[config.mk]
export PLATFORM = sky130hd
export DESIGN_NAME = note_gated_sine_oscillator
export DESIGN_NICKNAME = d
export VERILOG_FILES = /design/src/hw/rtl/ngso_pkg.sv /design/src/hw/rtl/ngso_div.sv /design/src/hw/rtl/ngso_datapath.sv /design/src/hw/rtl/ngso_ctrl.sv /design/src/hw/rtl/note_gated_sine_oscillator.sv
export SDC_FILE = /design/constraint.sdc
export NUM_CORES = 2
export LEC_CHECK = 0
export ABC_AREA = 1
export BUFFER_PORTS_ARGS = -buffer_cell sky130_fd_sc_hd__buf_2
export CAP_MARGIN = 25
export CELL_PAD_IN_SITES_DETAIL_PLACEMENT = 1
export CELL_PAD_IN_SITES_GLOBAL_PLACEMENT = 1
export CORE_ASPECT_RATIO = 1.2
export CORE_UTILIZATION = 30
export DETAILED_ROUTE_END_ITERATION = 10
export HOLD_SLACK_MARGIN = 0.12
export PLACE_DENSITY_LB_ADDON = 0.1
export SETUP_SLACK_MARGIN = 0.5
export SYNTH_ARGS = -nofsm -noshare
export SYNTH_HDL_FRONTEND = slang
export SYNTH_HIERARCHICAL = 1
export SYNTH_SLANG_ARGS = --single-unit
[constraint.sdc]
create_clock -name clk -period 11.4 [get_ports clk]
set_clock_uncertainty 0.1 [all_clocks]
set_input_delay 1.14 -clock clk [delete_from_list [all_inputs] [get_ports clk]]
set_output_delay 1.14 -clock clk [all_outputs]
set_load 0.01 [all_outputs]
[src/hw/rtl/ngso_pkg.sv]
`default_nettype none

package ngso_pkg;

  // stream and config port widths
  localparam int IN_TDATA_W  = 56;
  localparam int IN_TUSER_W  = 2;
  localparam int OUT_TDATA_W = 32;
  localparam int CFG_INDEX_W = 2;
  localparam int CFG_DATA_W  = 18;

  // register indexes
  localparam logic [CFG_INDEX_W-1:0] REG_SAMPLE_RATE = 2'd0;
  localparam logic [CFG_INDEX_W-1:0] REG_AMPLITUDE   = 2'd1;

  localparam logic [17:0] RATE_RESET  = 18'd48000;
  localparam logic [15:0] AMP_RESET   = 16'd8192;
  localparam logic [14:0] TONE_RESET  = 15'd7040;
  localparam logic [14:0] FREQ_MIN    = 15'd640;
  localparam logic [14:0] FREQ_MAX    = 15'd32000;
  localparam logic [15:0] FULL_SCALE  = 16'd32768;
  localparam logic [31:0] HALF_PI_Q30 = 32'd1686629713;
  localparam logic [31:0] Q30_ONE     = 32'h4000_0000;
  localparam logic [31:0] SINE_PEAK   = 32'd32767;

  // Taylor term divisors and their reciprocals: q ~ (n * MULT) >> SHIFT, off by at most one
  localparam int DIV_SHIFT_72 = 38;
  localparam int DIV_SHIFT_42 = 37;
  localparam int DIV_SHIFT_20 = 36;
  localparam int DIV_SHIFT_6  = 34;
  localparam logic [31:0] DIV_MULT_72 = 32'((64'd1 << DIV_SHIFT_72) / 64'd72);
  localparam logic [31:0] DIV_MULT_42 = 32'((64'd1 << DIV_SHIFT_42) / 64'd42);
  localparam logic [31:0] DIV_MULT_20 = 32'((64'd1 << DIV_SHIFT_20) / 64'd20);
  localparam logic [31:0] DIV_MULT_6  = 32'((64'd1 << DIV_SHIFT_6) / 64'd6);

  typedef enum logic [1:0] {
    MODE_TICK     = 2'd0,
    MODE_NOTE_ON  = 2'd1,
    MODE_NOTE_OFF = 2'd2,
    MODE_SET_FREQ = 2'd3
  } mode_t;

  typedef enum logic [4:0] {
    OP_NONE,
    OP_X_MUL,
    OP_X_WB,
    OP_X2_MUL,
    OP_X2_WB,
    OP_D_MUL,
    OP_D_Q,
    OP_D_QD,
    OP_D_FIX,
    OP_T_MUL,
    OP_T_WB,
    OP_S_MUL,
    OP_S_WB,
    OP_MAG_MUL,
    OP_MAG_WB,
    OP_G_MUL,
    OP_G_WB,
    OP_M_MUL,
    OP_M_WB
  } op_t;

  typedef enum logic [4:0] {
    ST_IDLE,
    ST_DIV_START,
    ST_DIV_WAIT,
    ST_X_MUL,
    ST_X_WB,
    ST_X2_MUL,
    ST_X2_WB,
    ST_D_MUL,
    ST_D_Q,
    ST_D_QD,
    ST_D_FIX,
    ST_T_MUL,
    ST_T_WB,
    ST_S_MUL,
    ST_S_WB,
    ST_MAG_MUL,
    ST_MAG_WB,
    ST_G_MUL,
    ST_G_WB,
    ST_M_MUL,
    ST_M_WB,
    ST_OUT
  } state_t;

  typedef struct packed {
    op_t        op;
    logic [1:0] term;
    logic       load;
    logic       div_start;
    logic       out_load;
  } cmd_t;

  typedef struct packed {
    mode_t mode;
    logic  gate_on;
    logic  rate_changed;
    logic  div_busy;
    logic  out_free;
  } status_t;

  typedef logic [0:127][14:0] note_rom_t;

  localparam logic [0:11][21:0] OCTAVE_ROM = '{
    22'd1802240, 22'd1909407, 22'd2022946, 22'd2143237, 22'd2270680, 22'd2405702,
    22'd2548752, 22'd2700309, 22'd2860878, 22'd3030994, 22'd3211227, 22'd3402176
  };

  // equal-tempered note table, built at elaboration
  function automatic note_rom_t note_rom_build();
    note_rom_t   rom;
    int          d;
    int          oct;
    int          k;
    int          sh;
    logic [63:0] v;
    logic [63:0] f;
    for (int n = 0; n < 128; n++) begin
      d = n + 3;
      oct = d / 12;
      k = d % 12;
      v = 64'(OCTAVE_ROM[k]);
      if (oct >= 6) begin
        v = v << (oct - 6);
        f = (v + 64'd128) >> 8;
      end else begin
        sh = 14 - oct;
        f = (v + (64'd1 << (sh - 1))) >> sh;
      end
      if (f > 64'(FREQ_MAX)) f = 64'(FREQ_MAX);
      if (f < 64'(FREQ_MIN)) f = 64'(FREQ_MIN);
      rom[n] = 15'(f);
    end
    return rom;
  endfunction

  function automatic logic [14:0] clamp_freq(input logic [15:0] f);
    logic [14:0] r;
    if (f < 16'(FREQ_MIN)) r = FREQ_MIN;
    else if (f > 16'(FREQ_MAX)) r = FREQ_MAX;
    else r = f[14:0];
    return r;
  endfunction

  function automatic logic [15:0] sat_full_scale(input logic [15:0] v);
    return (v > FULL_SCALE) ? FULL_SCALE : v;
  endfunction

  function automatic logic [6:0] div_const(input logic [1:0] term);
    logic [6:0] d;
    case (term)
      2'd0: d = 7'd72;
      2'd1: d = 7'd42;
      2'd2: d = 7'd20;
      default: d = 7'd6;
    endcase
    return d;
  endfunction

  function automatic logic [31:0] div_mult(input logic [1:0] term);
    logic [31:0] m;
    case (term)
      2'd0: m = DIV_MULT_72;
      2'd1: m = DIV_MULT_42;
      2'd2: m = DIV_MULT_20;
      default: m = DIV_MULT_6;
    endcase
    return m;
  endfunction

endpackage

`default_nettype wire

[src/hw/rtl/ngso_div.sv]
`default_nettype none

// restoring divider, one quotient bit per cycle:
// quo = ((freq << PHASE_BITS) + 8*rate) / (16*rate), low PHASE_BITS bits kept
module ngso_div #(
  parameter int PHASE_BITS = 32
) (
  input  wire logic                  clk,
  input  wire logic                  rst,
  input  wire logic                  start,
  input  wire logic [14:0]           freq,
  input  wire logic [17:0]           rate,
  output logic                       busy,
  output logic                       done,
  output logic [PHASE_BITS-1:0]      quo
);

  localparam int DW = PHASE_BITS + 16;
  localparam int CW = $clog2(DW + 1);

  logic [DW-1:0] dvd;
  logic [21:0]   den;
  logic [21:0]   rem;
  logic [CW-1:0] cnt;
  logic [22:0]   trial;
  logic [22:0]   diff;
  logic          ge;

  assign trial = {rem, dvd[DW-1]};
  assign diff  = trial - {1'b0, den};
  assign ge    = (trial >= {1'b0, den});

  always_ff @(posedge clk) begin
    if (rst) begin
      busy <= 1'b0;
      done <= 1'b0;
      cnt  <= '0;
    end else begin
      done <= 1'b0;
      if (start) begin
        busy <= 1'b1;
        cnt  <= CW'(DW);
      end else if (busy) begin
        cnt <= cnt - CW'(1);
        if (cnt == CW'(1)) begin
          busy <= 1'b0;
          done <= 1'b1;
        end
      end
    end
  end

  always_ff @(posedge clk) begin
    if (start) begin
      dvd <= DW'({freq, {PHASE_BITS{1'b0}}}) + DW'({rate, 3'b000});
      den <= {rate, 4'b0000};
      rem <= '0;
      quo <= '0;
    end else if (busy) begin
      dvd <= {dvd[DW-2:0], 1'b0};
      rem <= ge ? diff[21:0] : trial[21:0];
      quo <= {quo[PHASE_BITS-2:0], ge};
    end
  end

endmodule

`default_nettype wire

[src/hw/rtl/ngso_datapath.sv]
`default_nettype none

module ngso_datapath #(
  parameter int SINE_TABLE_BITS = 10,
  parameter int PHASE_BITS      = 32
) (
  input  wire logic                               clk,
  input  wire logic                               rst,
  input  wire ngso_pkg::cmd_t                     cmd,
  output ngso_pkg::status_t                       status,
  input  wire logic [ngso_pkg::IN_TDATA_W-1:0]    s_axis_tdata,
  input  wire logic [ngso_pkg::IN_TUSER_W-1:0]    s_axis_tuser,
  input  wire logic                               m_axis_tready,
  output logic                                    m_axis_tvalid,
  output logic [ngso_pkg::OUT_TDATA_W-1:0]        m_axis_tdata,
  input  wire logic                               cfg_we,
  input  wire logic [ngso_pkg::CFG_INDEX_W-1:0]   cfg_index,
  input  wire logic [ngso_pkg::CFG_DATA_W-1:0]    cfg_wdata
);

  localparam int QB = SINE_TABLE_BITS - 2;
  localparam logic [QB:0] QUARTER = {1'b1, {QB{1'b0}}};
  localparam logic [PHASE_BITS-1:0] STEP_RESET = PHASE_BITS'(
    ((64'(ngso_pkg::TONE_RESET) << PHASE_BITS) + 64'(ngso_pkg::RATE_RESET) * 64'd8)
    / (64'(ngso_pkg::RATE_RESET) * 64'd16));
  localparam ngso_pkg::note_rom_t NOTE_ROM = ngso_pkg::note_rom_build();

  // config and tone state
  logic [17:0]           sample_rate;
  logic [15:0]           amplitude;
  logic [14:0]           tone_frequency;
  logic                  gate_on;
  logic [15:0]           note_velocity;
  logic [PHASE_BITS-1:0] phase_acc;
  logic [PHASE_BITS-1:0] phase_step;
  logic                  rate_changed;

  // sine evaluation registers
  logic [63:0]        prod;
  logic [31:0]        x;
  logic [31:0]        x2;
  logic [31:0]        n_val;
  logic [31:0]        q;
  logic [31:0]        t;
  logic [14:0]        mag;
  logic [15:0]        gain;
  logic signed [15:0] smp;
  logic signed [15:0] mix;

  logic                  div_busy;
  logic                  div_done;
  logic [PHASE_BITS-1:0] div_quo;

  logic [6:0]  in_note;
  logic [15:0] in_vel;
  logic [15:0] in_freq;
  logic [15:0] in_mix;
  logic        rate_write;

  logic [SINE_TABLE_BITS-1:0] idx;
  logic [1:0]                 quad;
  logic [QB:0]                quarter_r;
  logic [31:0]                mul_a;
  logic [31:0]                mul_b;
  logic [31:0]                q_est;
  logic [31:0]                rem_val;
  logic [31:0]                q_fix;
  logic [47:0]                mag_round;
  logic [31:0]                gain_round;
  logic [31:0]                m_round;
  logic [15:0]                m_ext;
  logic signed [16:0]         sum;
  logic signed [15:0]         mixed;

  assign in_note = s_axis_tdata[6:0];
  assign in_vel  = s_axis_tdata[22:7];
  assign in_freq = s_axis_tdata[38:23];
  assign in_mix  = s_axis_tdata[54:39];

  assign rate_write = cfg_we && (cfg_index == ngso_pkg::REG_SAMPLE_RATE) && (cfg_wdata != '0);

  assign idx  = phase_acc[PHASE_BITS-1 -: SINE_TABLE_BITS];
  assign quad = idx[SINE_TABLE_BITS-1 -: 2];
  assign quarter_r = quad[0] ? (QUARTER - {1'b0, idx[QB-1:0]}) : {1'b0, idx[QB-1:0]};

  always_comb begin
    case (cmd.op)
      ngso_pkg::OP_X_MUL: begin
        mul_a = 32'(quarter_r);
        mul_b = ngso_pkg::HALF_PI_Q30;
      end
      ngso_pkg::OP_X2_MUL: begin
        mul_a = x;
        mul_b = x;
      end
      ngso_pkg::OP_D_MUL: begin
        mul_a = n_val;
        mul_b = ngso_pkg::div_mult(cmd.term);
      end
      ngso_pkg::OP_D_QD: begin
        mul_a = q;
        mul_b = 32'(ngso_pkg::div_const(cmd.term));
      end
      ngso_pkg::OP_T_MUL: begin
        mul_a = x2;
        mul_b = t;
      end
      ngso_pkg::OP_S_MUL: begin
        mul_a = x;
        mul_b = t;
      end
      ngso_pkg::OP_MAG_MUL: begin
        mul_a = n_val;
        mul_b = ngso_pkg::SINE_PEAK;
      end
      ngso_pkg::OP_G_MUL: begin
        mul_a = 32'(amplitude);
        mul_b = 32'(note_velocity);
      end
      ngso_pkg::OP_M_MUL: begin
        mul_a = 32'(mag);
        mul_b = 32'(gain);
      end
      default: begin
        mul_a = '0;
        mul_b = '0;
      end
    endcase
  end

  always_comb begin
    case (cmd.term)
      2'd0: q_est = 32'(prod >> ngso_pkg::DIV_SHIFT_72);
      2'd1: q_est = 32'(prod >> ngso_pkg::DIV_SHIFT_42);
      2'd2: q_est = 32'(prod >> ngso_pkg::DIV_SHIFT_20);
      default: q_est = 32'(prod >> ngso_pkg::DIV_SHIFT_6);
    endcase
  end

  // reciprocal estimate is at most one low
  assign rem_val = n_val - prod[31:0];
  assign q_fix   = q + 32'(rem_val >= 32'(ngso_pkg::div_const(cmd.term)));

  assign mag_round  = prod[47:0] + 48'(64'd1 << 29);
  assign gain_round = prod[31:0] + 32'd16384;
  assign m_round    = prod[31:0] + 32'd16384;
  assign m_ext      = {1'b0, m_round[29:15]};

  assign sum = 17'(mix) + 17'(smp);
  always_comb begin
    if (sum > 17'sd32767) mixed = 16'sh7FFF;
    else if (sum < -17'sd32768) mixed = 16'sh8000;
    else mixed = sum[15:0];
  end

  ngso_div #(
    .PHASE_BITS(PHASE_BITS)
  ) u_div (
    .clk  (clk),
    .rst  (rst),
    .start(cmd.div_start),
    .freq (tone_frequency),
    .rate (sample_rate),
    .busy (div_busy),
    .done (div_done),
    .quo  (div_quo)
  );

  always_ff @(posedge clk) begin
    if (rst) begin
      sample_rate    <= ngso_pkg::RATE_RESET;
      amplitude      <= ngso_pkg::AMP_RESET;
      tone_frequency <= ngso_pkg::TONE_RESET;
      gate_on        <= 1'b0;
      note_velocity  <= '0;
      phase_acc      <= '0;
      phase_step     <= STEP_RESET;
      rate_changed   <= 1'b0;
      m_axis_tvalid  <= 1'b0;
    end else begin
      if (cfg_we) begin
        case (cfg_index)
          ngso_pkg::REG_SAMPLE_RATE: begin
            if (cfg_wdata != '0) sample_rate <= cfg_wdata;
          end
          ngso_pkg::REG_AMPLITUDE: amplitude <= ngso_pkg::sat_full_scale(cfg_wdata[15:0]);
          default: ;
        endcase
      end

      if (rate_write) rate_changed <= 1'b1;
      else if (cmd.div_start) rate_changed <= 1'b0;

      if (cmd.load) begin
        case (ngso_pkg::mode_t'(s_axis_tuser))
          ngso_pkg::MODE_NOTE_ON: begin
            gate_on        <= 1'b1;
            note_velocity  <= ngso_pkg::sat_full_scale(in_vel);
            tone_frequency <= NOTE_ROM[in_note];
          end
          ngso_pkg::MODE_NOTE_OFF: gate_on <= 1'b0;
          ngso_pkg::MODE_SET_FREQ: tone_frequency <= ngso_pkg::clamp_freq(in_freq);
          default: ;
        endcase
      end

      if (div_done) phase_step <= div_quo;

      if (cmd.out_load) begin
        phase_acc     <= phase_acc + phase_step;
        m_axis_tvalid <= 1'b1;
      end else if (m_axis_tready) begin
        m_axis_tvalid <= 1'b0;
      end
    end
  end

  always_ff @(posedge clk) begin
    prod <= 64'(mul_a) * 64'(mul_b);
    if (cmd.load) begin
      mix <= in_mix;
      smp <= '0;
    end
    if (cmd.out_load) m_axis_tdata <= {mixed, smp};
    case (cmd.op)
      ngso_pkg::OP_X_WB: x <= 32'(prod >> QB);
      ngso_pkg::OP_X2_WB: begin
        x2    <= prod[61:30];
        n_val <= prod[61:30];
      end
      ngso_pkg::OP_D_Q: q <= q_est;
      ngso_pkg::OP_D_FIX: t <= ngso_pkg::Q30_ONE - q_fix;
      ngso_pkg::OP_T_WB: n_val <= prod[61:30];
      ngso_pkg::OP_S_WB: n_val <= prod[61:30];
      ngso_pkg::OP_MAG_WB: begin
        if (mag_round[47:30] > 18'd32767) mag <= 15'h7FFF;
        else mag <= mag_round[44:30];
      end
      ngso_pkg::OP_G_WB: gain <= gain_round[30:15];
      ngso_pkg::OP_M_WB: smp <= quad[1] ? (16'd0 - m_ext) : m_ext;
      default: ;
    endcase
  end

  always_comb begin
    status.mode         = ngso_pkg::mode_t'(s_axis_tuser);
    status.gate_on      = gate_on;
    status.rate_changed = rate_changed;
    status.div_busy     = div_busy;
    status.out_free     = !m_axis_tvalid || m_axis_tready;
  end

endmodule

`default_nettype wire

[src/hw/rtl/ngso_ctrl.sv]
`default_nettype none

module ngso_ctrl (
  input  wire logic              clk,
  input  wire logic              rst,
  input  wire logic              s_axis_tvalid,
  output logic                   s_axis_tready,
  input  wire ngso_pkg::status_t status,
  output ngso_pkg::cmd_t         cmd
);

  ngso_pkg::state_t state;
  ngso_pkg::state_t state_next;
  logic [1:0]       term;
  logic [1:0]       term_next;
  logic             accept;

  assign s_axis_tready = (state == ngso_pkg::ST_IDLE) && !status.rate_changed;
  assign accept        = s_axis_tvalid && s_axis_tready;

  always_ff @(posedge clk) begin
    if (rst) begin
      state <= ngso_pkg::ST_IDLE;
      term  <= '0;
    end else begin
      state <= state_next;
      term  <= term_next;
    end
  end

  always_comb begin
    state_next = state;
    term_next  = term;
    case (state)
      ngso_pkg::ST_IDLE: begin
        if (status.rate_changed) begin
          state_next = ngso_pkg::ST_DIV_START;
        end else if (accept) begin
          case (status.mode)
            ngso_pkg::MODE_TICK:
              state_next = status.gate_on ? ngso_pkg::ST_X_MUL : ngso_pkg::ST_OUT;
            ngso_pkg::MODE_NOTE_ON, ngso_pkg::MODE_SET_FREQ:
              state_next = ngso_pkg::ST_DIV_START;
            default: state_next = ngso_pkg::ST_IDLE;
          endcase
        end
      end
      ngso_pkg::ST_DIV_START: state_next = ngso_pkg::ST_DIV_WAIT;
      ngso_pkg::ST_DIV_WAIT: begin
        if (!status.div_busy) state_next = ngso_pkg::ST_IDLE;
      end
      ngso_pkg::ST_X_MUL:  state_next = ngso_pkg::ST_X_WB;
      ngso_pkg::ST_X_WB:   state_next = ngso_pkg::ST_X2_MUL;
      ngso_pkg::ST_X2_MUL: state_next = ngso_pkg::ST_X2_WB;
      ngso_pkg::ST_X2_WB: begin
        state_next = ngso_pkg::ST_D_MUL;
        term_next  = '0;
      end
      ngso_pkg::ST_D_MUL: state_next = ngso_pkg::ST_D_Q;
      ngso_pkg::ST_D_Q:   state_next = ngso_pkg::ST_D_QD;
      ngso_pkg::ST_D_QD:  state_next = ngso_pkg::ST_D_FIX;
      ngso_pkg::ST_D_FIX:
        state_next = (term == 2'd3) ? ngso_pkg::ST_S_MUL : ngso_pkg::ST_T_MUL;
      ngso_pkg::ST_T_MUL: state_next = ngso_pkg::ST_T_WB;
      ngso_pkg::ST_T_WB: begin
        state_next = ngso_pkg::ST_D_MUL;
        term_next  = term + 2'd1;
      end
      ngso_pkg::ST_S_MUL:   state_next = ngso_pkg::ST_S_WB;
      ngso_pkg::ST_S_WB:    state_next = ngso_pkg::ST_MAG_MUL;
      ngso_pkg::ST_MAG_MUL: state_next = ngso_pkg::ST_MAG_WB;
      ngso_pkg::ST_MAG_WB:  state_next = ngso_pkg::ST_G_MUL;
      ngso_pkg::ST_G_MUL:   state_next = ngso_pkg::ST_G_WB;
      ngso_pkg::ST_G_WB:    state_next = ngso_pkg::ST_M_MUL;
      ngso_pkg::ST_M_MUL:   state_next = ngso_pkg::ST_M_WB;
      ngso_pkg::ST_M_WB:    state_next = ngso_pkg::ST_OUT;
      ngso_pkg::ST_OUT: begin
        if (status.out_free) state_next = ngso_pkg::ST_IDLE;
      end
      default: state_next = ngso_pkg::ST_IDLE;
    endcase
  end

  always_comb begin
    cmd.term      = term;
    cmd.load      = accept;
    cmd.div_start = (state == ngso_pkg::ST_DIV_START);
    cmd.out_load  = (state == ngso_pkg::ST_OUT) && status.out_free;
    case (state)
      ngso_pkg::ST_X_MUL:   cmd.op = ngso_pkg::OP_X_MUL;
      ngso_pkg::ST_X_WB:    cmd.op = ngso_pkg::OP_X_WB;
      ngso_pkg::ST_X2_MUL:  cmd.op = ngso_pkg::OP_X2_MUL;
      ngso_pkg::ST_X2_WB:   cmd.op = ngso_pkg::OP_X2_WB;
      ngso_pkg::ST_D_MUL:   cmd.op = ngso_pkg::OP_D_MUL;
      ngso_pkg::ST_D_Q:     cmd.op = ngso_pkg::OP_D_Q;
      ngso_pkg::ST_D_QD:    cmd.op = ngso_pkg::OP_D_QD;
      ngso_pkg::ST_D_FIX:   cmd.op = ngso_pkg::OP_D_FIX;
      ngso_pkg::ST_T_MUL:   cmd.op = ngso_pkg::OP_T_MUL;
      ngso_pkg::ST_T_WB:    cmd.op = ngso_pkg::OP_T_WB;
      ngso_pkg::ST_S_MUL:   cmd.op = ngso_pkg::OP_S_MUL;
      ngso_pkg::ST_S_WB:    cmd.op = ngso_pkg::OP_S_WB;
      ngso_pkg::ST_MAG_MUL: cmd.op = ngso_pkg::OP_MAG_MUL;
      ngso_pkg::ST_MAG_WB:  cmd.op = ngso_pkg::OP_MAG_WB;
      ngso_pkg::ST_G_MUL:   cmd.op = ngso_pkg::OP_G_MUL;
      ngso_pkg::ST_G_WB:    cmd.op = ngso_pkg::OP_G_WB;
      ngso_pkg::ST_M_MUL:   cmd.op = ngso_pkg::OP_M_MUL;
      ngso_pkg::ST_M_WB:    cmd.op = ngso_pkg::OP_M_WB;
      default:              cmd.op = ngso_pkg::OP_NONE;
    endcase
  end

endmodule

`default_nettype wire

[src/hw/rtl/note_gated_sine_oscillator.sv]
`default_nettype none

// Gated sine oscillator (direct digital synthesis). Each input transfer carries a kind
// in tuser: tick, note on, note off or set frequency. Only a tick returns a result: the
// Q1.15 sine sample, scaled by amplitude*velocity while the gate is open, and that sample
// added to mix_in with saturation. The sine is evaluated per tick by a degree-9 odd
// polynomial on one shared 32x32 multiplier, so a tick with the gate open steps through the
// multiply and write-back states before its result is raised; with the gate closed the
// tick goes straight to the output state. Note on and set frequency run the bit-serial
// phase-step divider, PHASE_BITS+16 iterations; note off only updates the gate. A write
// of a nonzero sample_rate starts the same divider and holds off input until it is done.
// A finished result waits in the output register while the next item is being worked on.
module note_gated_sine_oscillator #(
  parameter int SINE_TABLE_BITS = 10,
  parameter int PHASE_BITS      = 32
) (
  input  wire logic                             clk,
  input  wire logic                             rst,
  input  wire logic                             s_axis_tvalid,
  output logic                                  s_axis_tready,
  // note[6:0], velocity[22:7], frequency_value[38:23], mix_in[54:39], zero[55]
  input  wire logic [ngso_pkg::IN_TDATA_W-1:0]  s_axis_tdata,
  // mode[1:0]
  input  wire logic [ngso_pkg::IN_TUSER_W-1:0]  s_axis_tuser,
  output logic                                  m_axis_tvalid,
  input  wire logic                             m_axis_tready,
  // sample[15:0], mixed_out[31:16]
  output logic [ngso_pkg::OUT_TDATA_W-1:0]      m_axis_tdata,
  input  wire logic                             cfg_we,
  input  wire logic [ngso_pkg::CFG_INDEX_W-1:0] cfg_index,
  input  wire logic [ngso_pkg::CFG_DATA_W-1:0]  cfg_wdata
);

  ngso_pkg::cmd_t    cmd;
  ngso_pkg::status_t status;

  ngso_ctrl u_ctrl (
    .clk          (clk),
    .rst          (rst),
    .s_axis_tvalid(s_axis_tvalid),
    .s_axis_tready(s_axis_tready),
    .status       (status),
    .cmd          (cmd)
  );

  ngso_datapath #(
    .SINE_TABLE_BITS(SINE_TABLE_BITS),
    .PHASE_BITS     (PHASE_BITS)
  ) u_datapath (
    .clk          (clk),
    .rst          (rst),
    .cmd          (cmd),
    .status       (status),
    .s_axis_tdata (s_axis_tdata),
    .s_axis_tuser (s_axis_tuser),
    .m_axis_tready(m_axis_tready),
    .m_axis_tvalid(m_axis_tvalid),
    .m_axis_tdata (m_axis_tdata),
    .cfg_we       (cfg_we),
    .cfg_index    (cfg_index),
    .cfg_wdata    (cfg_wdata)
  );

endmodule

`default_nettype wire

======== Yosys cells after proc, flatten, opt, wreduce, memory -nomap -nowiden ========
Memories as Yosys holds them, arrays and structs flattened. A register that Yosys moved wholly into a read port is not among the register bits.
Cells that the tools add are included.
word-level totals
  bits in read-only memories .............. 2080
  memories ................................ 2
  output and inout port bits .............. 34
  bits in registers ....................... 586
memory list
  name              words  width  rd ports  clocked after memory_dff  wr ports  RTL line              RTL
  (name not given)  128    15     1         0                         0         ngso_datapath.sv:199  tone_frequency <= NOTE_ROM[in_note];
  (name not given)  32     5      1         1                         0         ngso_ctrl.sv:89       case (state)
cells by class
  magnitude comparators ................... 10
  muxes and demuxes ....................... 42
  reductions and logical operators ........ 34
  add/subtract/negate cells ............... 13
  multiply operators ...................... 1
  bitwise gates (word level) .............. 2
  equal/unequal tests ..................... 50
operators with widths
  operator                  count
  $pmux W32 S8              1
  $pmux W32 S7              1
  $pmux W5 S21              1
  $mux W16                  6
  $mux W48                  2
  $pmux W31 S3              1
  $pmux W30 S3              1
  $eq A5 B4 Y1 const B      16
  $mul A32 B32 Y64          1
  $mux W15                  4
  $add A47 B21 Y48          1
  $add A48 B30 Y48 const B  1
  $eq A5 B5 Y1 const B      9
  $eq A5 B3 Y1 const B      8
  $mux W5                   7
  $add A32 B1 Y32           1
  $add A32 B32 Y32          1
  $ge A32 B7 Y1             1
  $gt A16 B16 Y1 const B    2
  $sub A31 B32 Y32 const A  1
  $sub A32 B32 Y32          1
  $add A31 B15 Y31 const B  1
  $pmux W15 S2              1
  $ge A23 B22 Y1            1
  42 further kinds          82

======== Depth between registers and ports, before layout ========
  word-level depth ........................ 8
  gate-level depth with buffers ........... 40

======== By module ========
The synthesis kept the hierarchy.
by module, submodules not included
  module         instances  cells each  area an instance (um^2)  seq. area each (um^2)
  ngso_datapath  1          7500        60015.1                  11521.0
  ngso_div       1          672         5788.1                   3133.0
  ngso_ctrl      1          143         937.1                    240.2

======== Least setup slack after synthesis ========
OpenSTA, ideal clock, no wires.
  path kind ............................... reg2reg
  start point ............................. reg u_ctrl.term[0]
  end point ............................... reg u_datapath.prod[62]
  setup slack ............................. 3.891 ns
  arrival time ............................ 7.296 ns
  library setup time ...................... 0.112 ns
  cell stages (with the launch flop) ...... 33
  buffers on the path ..................... 2
  data required time ...................... 11.188 ns
  period minus slack after synthesis ...... 7.509 ns
  cells stage by stage .................... dfxtp_1 -> inv_1 -> ha_1 -> clkbuf_1 -> o21ai_0 -> o21ai_0 -> a21oi_1 -> nand2_2 -> inv_2 -> buf_6 -> nor2_1 -> fa_1 -> inv_1 -> fa_1 -> fa_1 -> fa_1 -> inv_1 -> fa_1 -> fa_1 -> fa_1 -> inv_1 -> fa_1 -> inv_1 -> ha_1 -> nand2_1 -> nor2_1 -> inv_1 -> nor2_1 -> nand2_1 -> o21ai_0 -> nand3_1 -> nand3_1 -> nand2_1
between the ends
  cells in the longest elaborated chain, start to end .. 4
  elaborated cells on any way between the ends .. 7
  classes of those cells .................. 1 x mul; 2 x eq/ne; 3 x mux; 1 x reduce/logical
ends and longest elaborated chain
  item                                         RTL line                          RTL
  start: declaration                           ngso_ctrl.sv:14                   logic [1:0] term;
  start signal: assignment                     ngso_ctrl.sv:27                   term <= term_next;
  $eq A2 B2 Y1 (tied with other cells)         ngso_pkg.sv:155, ngso_pkg.sv:166
  $pmux W31 S3 or $pmux W7 S3 (tied branches)  ngso_pkg.sv:166, ngso_pkg.sv:155
  $pmux W32 S8 (*)                             ngso_datapath.sv:87               case (cmd.op)
  $mul A32 B32 Y64 (*)                         ngso_datapath.sv:219              prod <= 64'(mul_a) * 64'(mul_b);
  end signal: assignment                       ngso_datapath.sv:219
  end: declaration                             ngso_datapath.sv:39               logic [63:0] prod;
Mark *: on every way between the ends. The rest lies on a longest branch, timed or not.
A chain may end at the register's enable or synchronous reset.

======== Worst setup path after layout ========
  start point ............................. reg, netlist name u_ctrl/cmd[9]
  end point ............................... reg u_datapath.prod[40]
between the ends
  cells in the longest elaborated chain, start to end .. 4
  elaborated cells on any way between the ends .. 15
  classes of those cells .................. 1 x mul; 9 x eq/ne; 2 x mux; 3 x reduce/logical
ends and longest elaborated chain
  item                                          RTL line
  $eq A5 B4 Y1 (tied with other cells)          ngso_datapath.sv:87
  $reduce_or A2 Y1 (no line)                    -
  $pmux W32 S8 or $pmux W32 S7 (tied branches)  ngso_datapath.sv:87
  $mul A32 B32 Y64 (*)                          ngso_datapath.sv:219
Marks and branches as above.

==> results.txt <==
status: complete, no violations
#FFs+latches synth: 586
Total GRT Usage: 0.254
r2r endpoint: u_datapath/prod[40]
Hold-fix buffers, CTS: 0
Post-CTS Resized: 0
CP arrival: 10840 ps
RSZ-0062 raised after global routing: false
crit path max fanout: 18
area leader, netlist: fa_1
Layout area overhead: 9.67%
synth top area cells: fa_1, edfxtp_1, nand2_1
Synth warnings: 6
fin area: 73200 µm²
core box area: 221000 µm²
die height: 519 µm
number of enable flip-flop cells after synthesis: 316
share of the synthesized area in the top cell type: 0.270
Yosys cell types: 79
final wirelength: 284 mm
Worst-path clk slew: 60 ps
Post-synth ARST share: 0
wire length per cell: 24.9 µm
via count: 56200
initial antenna violation count: 16
initial core utilization: 0.302
vias in the first global route: 61500
Placer Congestion: 0.927
Pleak: 35.4 nW
pin count of the biggest net entering global routing: 70
Worst path max stage delay: 840 ps
CTS buffer count: 70
Critical-path top delay cell: dfxtp_1
H-Tree Depth: 3
crit start category: flip-flop
r2r startpoint: u_ctrl/cmd[9]
via/cell ratio: 4.93
Synth Flop Type: edfxtp_1
Setup Crit Path Kind: flip-flop to flip-flop
Worst setup endpoint: u_datapath/prod[40]
DR WL met2: 144 mm
max_cap viols: 0
IR Drop Worst-Case VDD: 0.109 mV
clk root buf: clkbuf_16
grt ovf: 0
clk sinks: 586
number of remaining DRC errors: 0
dpl cell area: 70900 µm²
Clock Tree Buf Depth: 3
setup TNS: 0 ps
Final period util: 0.916
synthesized net count: 9724
Syn Inst Count: 8315
syn_area_per_cell: 8.03 µm²
Period minus WS final: 10450 ps
initial DRC count: 3292
sequential share of the synthesized area: 0.223
uppermost routed layer: met5
global-route wire length before repair: 418 mm
normalized max-slew margin: 0.289
worst slew pin tran: 1070 ps
post-CTS setup buffers: 0
cell row count: 189
ANT nets after route: 0
layout cells sized above 1: 0.0670
Peak Freq: 0.0957 GHz
CP Capture Type: flip-flop
DIE WIDTH: 433 µm
WL met3: 10.2 mm
Port Buf Inserts: 115
first-pass iteration count of the detailed router: 6
Ports: 117
CTS tree: yes
max-slew violations: 0
DPL Wire Length: 231 mm
R2R depth: 30
Final Hold Fails: 0
min-delay worst type: flip-flop to flip-flop
nets@finish: 9785
PD cells: 97.2 nW/µm²
most frequent cells after synthesis: nand2_1, inv_1, nor2_1
die area: 224000 µm²
flop2flop setup slack: 950 ps
met1 wire length: 119 mm
Final setup viols: 0
worst path required time: 11800 ps
Worst-Skew Late Latency: 680 ps
Syn Std Cell Area: 66700 µm²
hold path startpoint: u_datapath/sample_rate[7]
cell with the most instances after synthesis: nand2_1
CP startpoint: u_ctrl/cmd[9]
power breakdown:
group	leakage [nW]	switching, mW	internal [mW]	total (mW)
registers	5.06	0.186	2.62	2.80
logic	29.2	1.53	0.514	2.05
clock network	1.11	1.00	1.27	2.27
total	35.4	2.72	4.40	7.12
cells by family after synthesis:
kind of cell    share of synthesized area
simple gates                        0.199
xor+xnor                           0.0197
compound gates                     0.0856
fa+ha+maj                           0.350
flops                               0.223
buf+inv                             0.123
state kept, by name, summed over array words and instances (netlist names), 5 cells and up:
register and count:
u_datapath/amplitude 16, u_datapath/prod 64, u_datapath/x 32, u_datapath/q 30
u_datapath/tone_frequency 15, u_datapath/mag 15, u_datapath/gain 16, u_datapath/t 32
u_datapath/smp 16, u_datapath/u_div/den 18, u_datapath/sample_rate 18, u_datapath/u_div/cnt 6
u_datapath/m_axis_tdata 32, u_ctrl/state 5, u_datapath/note_velocity 16, u_datapath/u_div/quo 32
u_datapath/u_div/rem 22, u_datapath/phase_step 32, u_datapath/n_val 32, u_datapath/mix 16
u_datapath/u_div/dvd 45, u_datapath/phase_acc 32, u_datapath/x2 32, u_ctrl/cmd 5
final cells by class:
class | instances | area (µm²)
tap | 2960 | 3700
fill | 26600 | 148000
antenna | 3 | 7.51
sequential | 586 | 14900
timing repair buffer | 271 | 1830
clock inverter | 42 | 363
inverter | 1782 | 6690
clock buffer | 86 | 1900
multi-input combinational | 5665 | 43800
critical path: cells and delay by family (launching register included):
kind | cells | cell delay, ps
compound gates | 3 | 1050
xor+xnor | 1 | 470
fa+ha+maj | 9 | 4670
buf+inv | 10 | 1790
flops | 1 | 840
simple gates | 7 | 1330
layer usage:
layer,GRT usage,vias to the layer above
met5,0,-
met4,0.0948,2
met3,0.0226,361
met2,0.458,1113
met1,0.313,29000
li1,-,25700
cell usage in the layout (no fill, tap or decap), drive strengths merged, types with 67 or more instances in the layout:
cell type,count
edfxtp,316
nor2,939
fa,900
dfxtp,270
buf,271
nor3,82
nand2,1832
nand4,67
ha,426
nand3,248
inv,1782
o21ai,322
clkbuf,86
a21oi,338
xor2,104
worst min-delay path by stage:
| stage | depth (start not counted) | to | slack [ps] |
|---|---|---|---|
| 2_1_floorplan | 0 | u_datapath/x[0] | 310 |
| 3_3_place_gp | 0 | u_datapath/u_div/den[14] | 340 |
| 3_5_place_dp | 0 | u_datapath/u_div/den[10] | 350 |
| 4_1_cts | 0 | u_datapath/u_div/den[11] | 350 |
| 5_1_grt | 0 | u_datapath/u_div/den[14] | 370 |
| 6_report | 0 | u_datapath/u_div/den[11] | 360 |
metrics by stage:
step | util | hold WS [ps] | setup WS (ps) | total power, mW | std cells
finish | 0.331 | 355 | 955 | 7.12 | 11400
global route | 0.331 | 375 | 615 | 7.50 | 11400
CTS | 0.331 | 354 | 1080 | 7.23 | 11400
detailed placement | 0.321 | 348 | 1100 | 4.92 | 11300
global placement | 0.320 | 340 | 1150 | 4.89 | 11300
floorplan | - | 308 | 3890 | 4.02 | 8315
No activity file was read; power rests on OpenSTA's default activity.
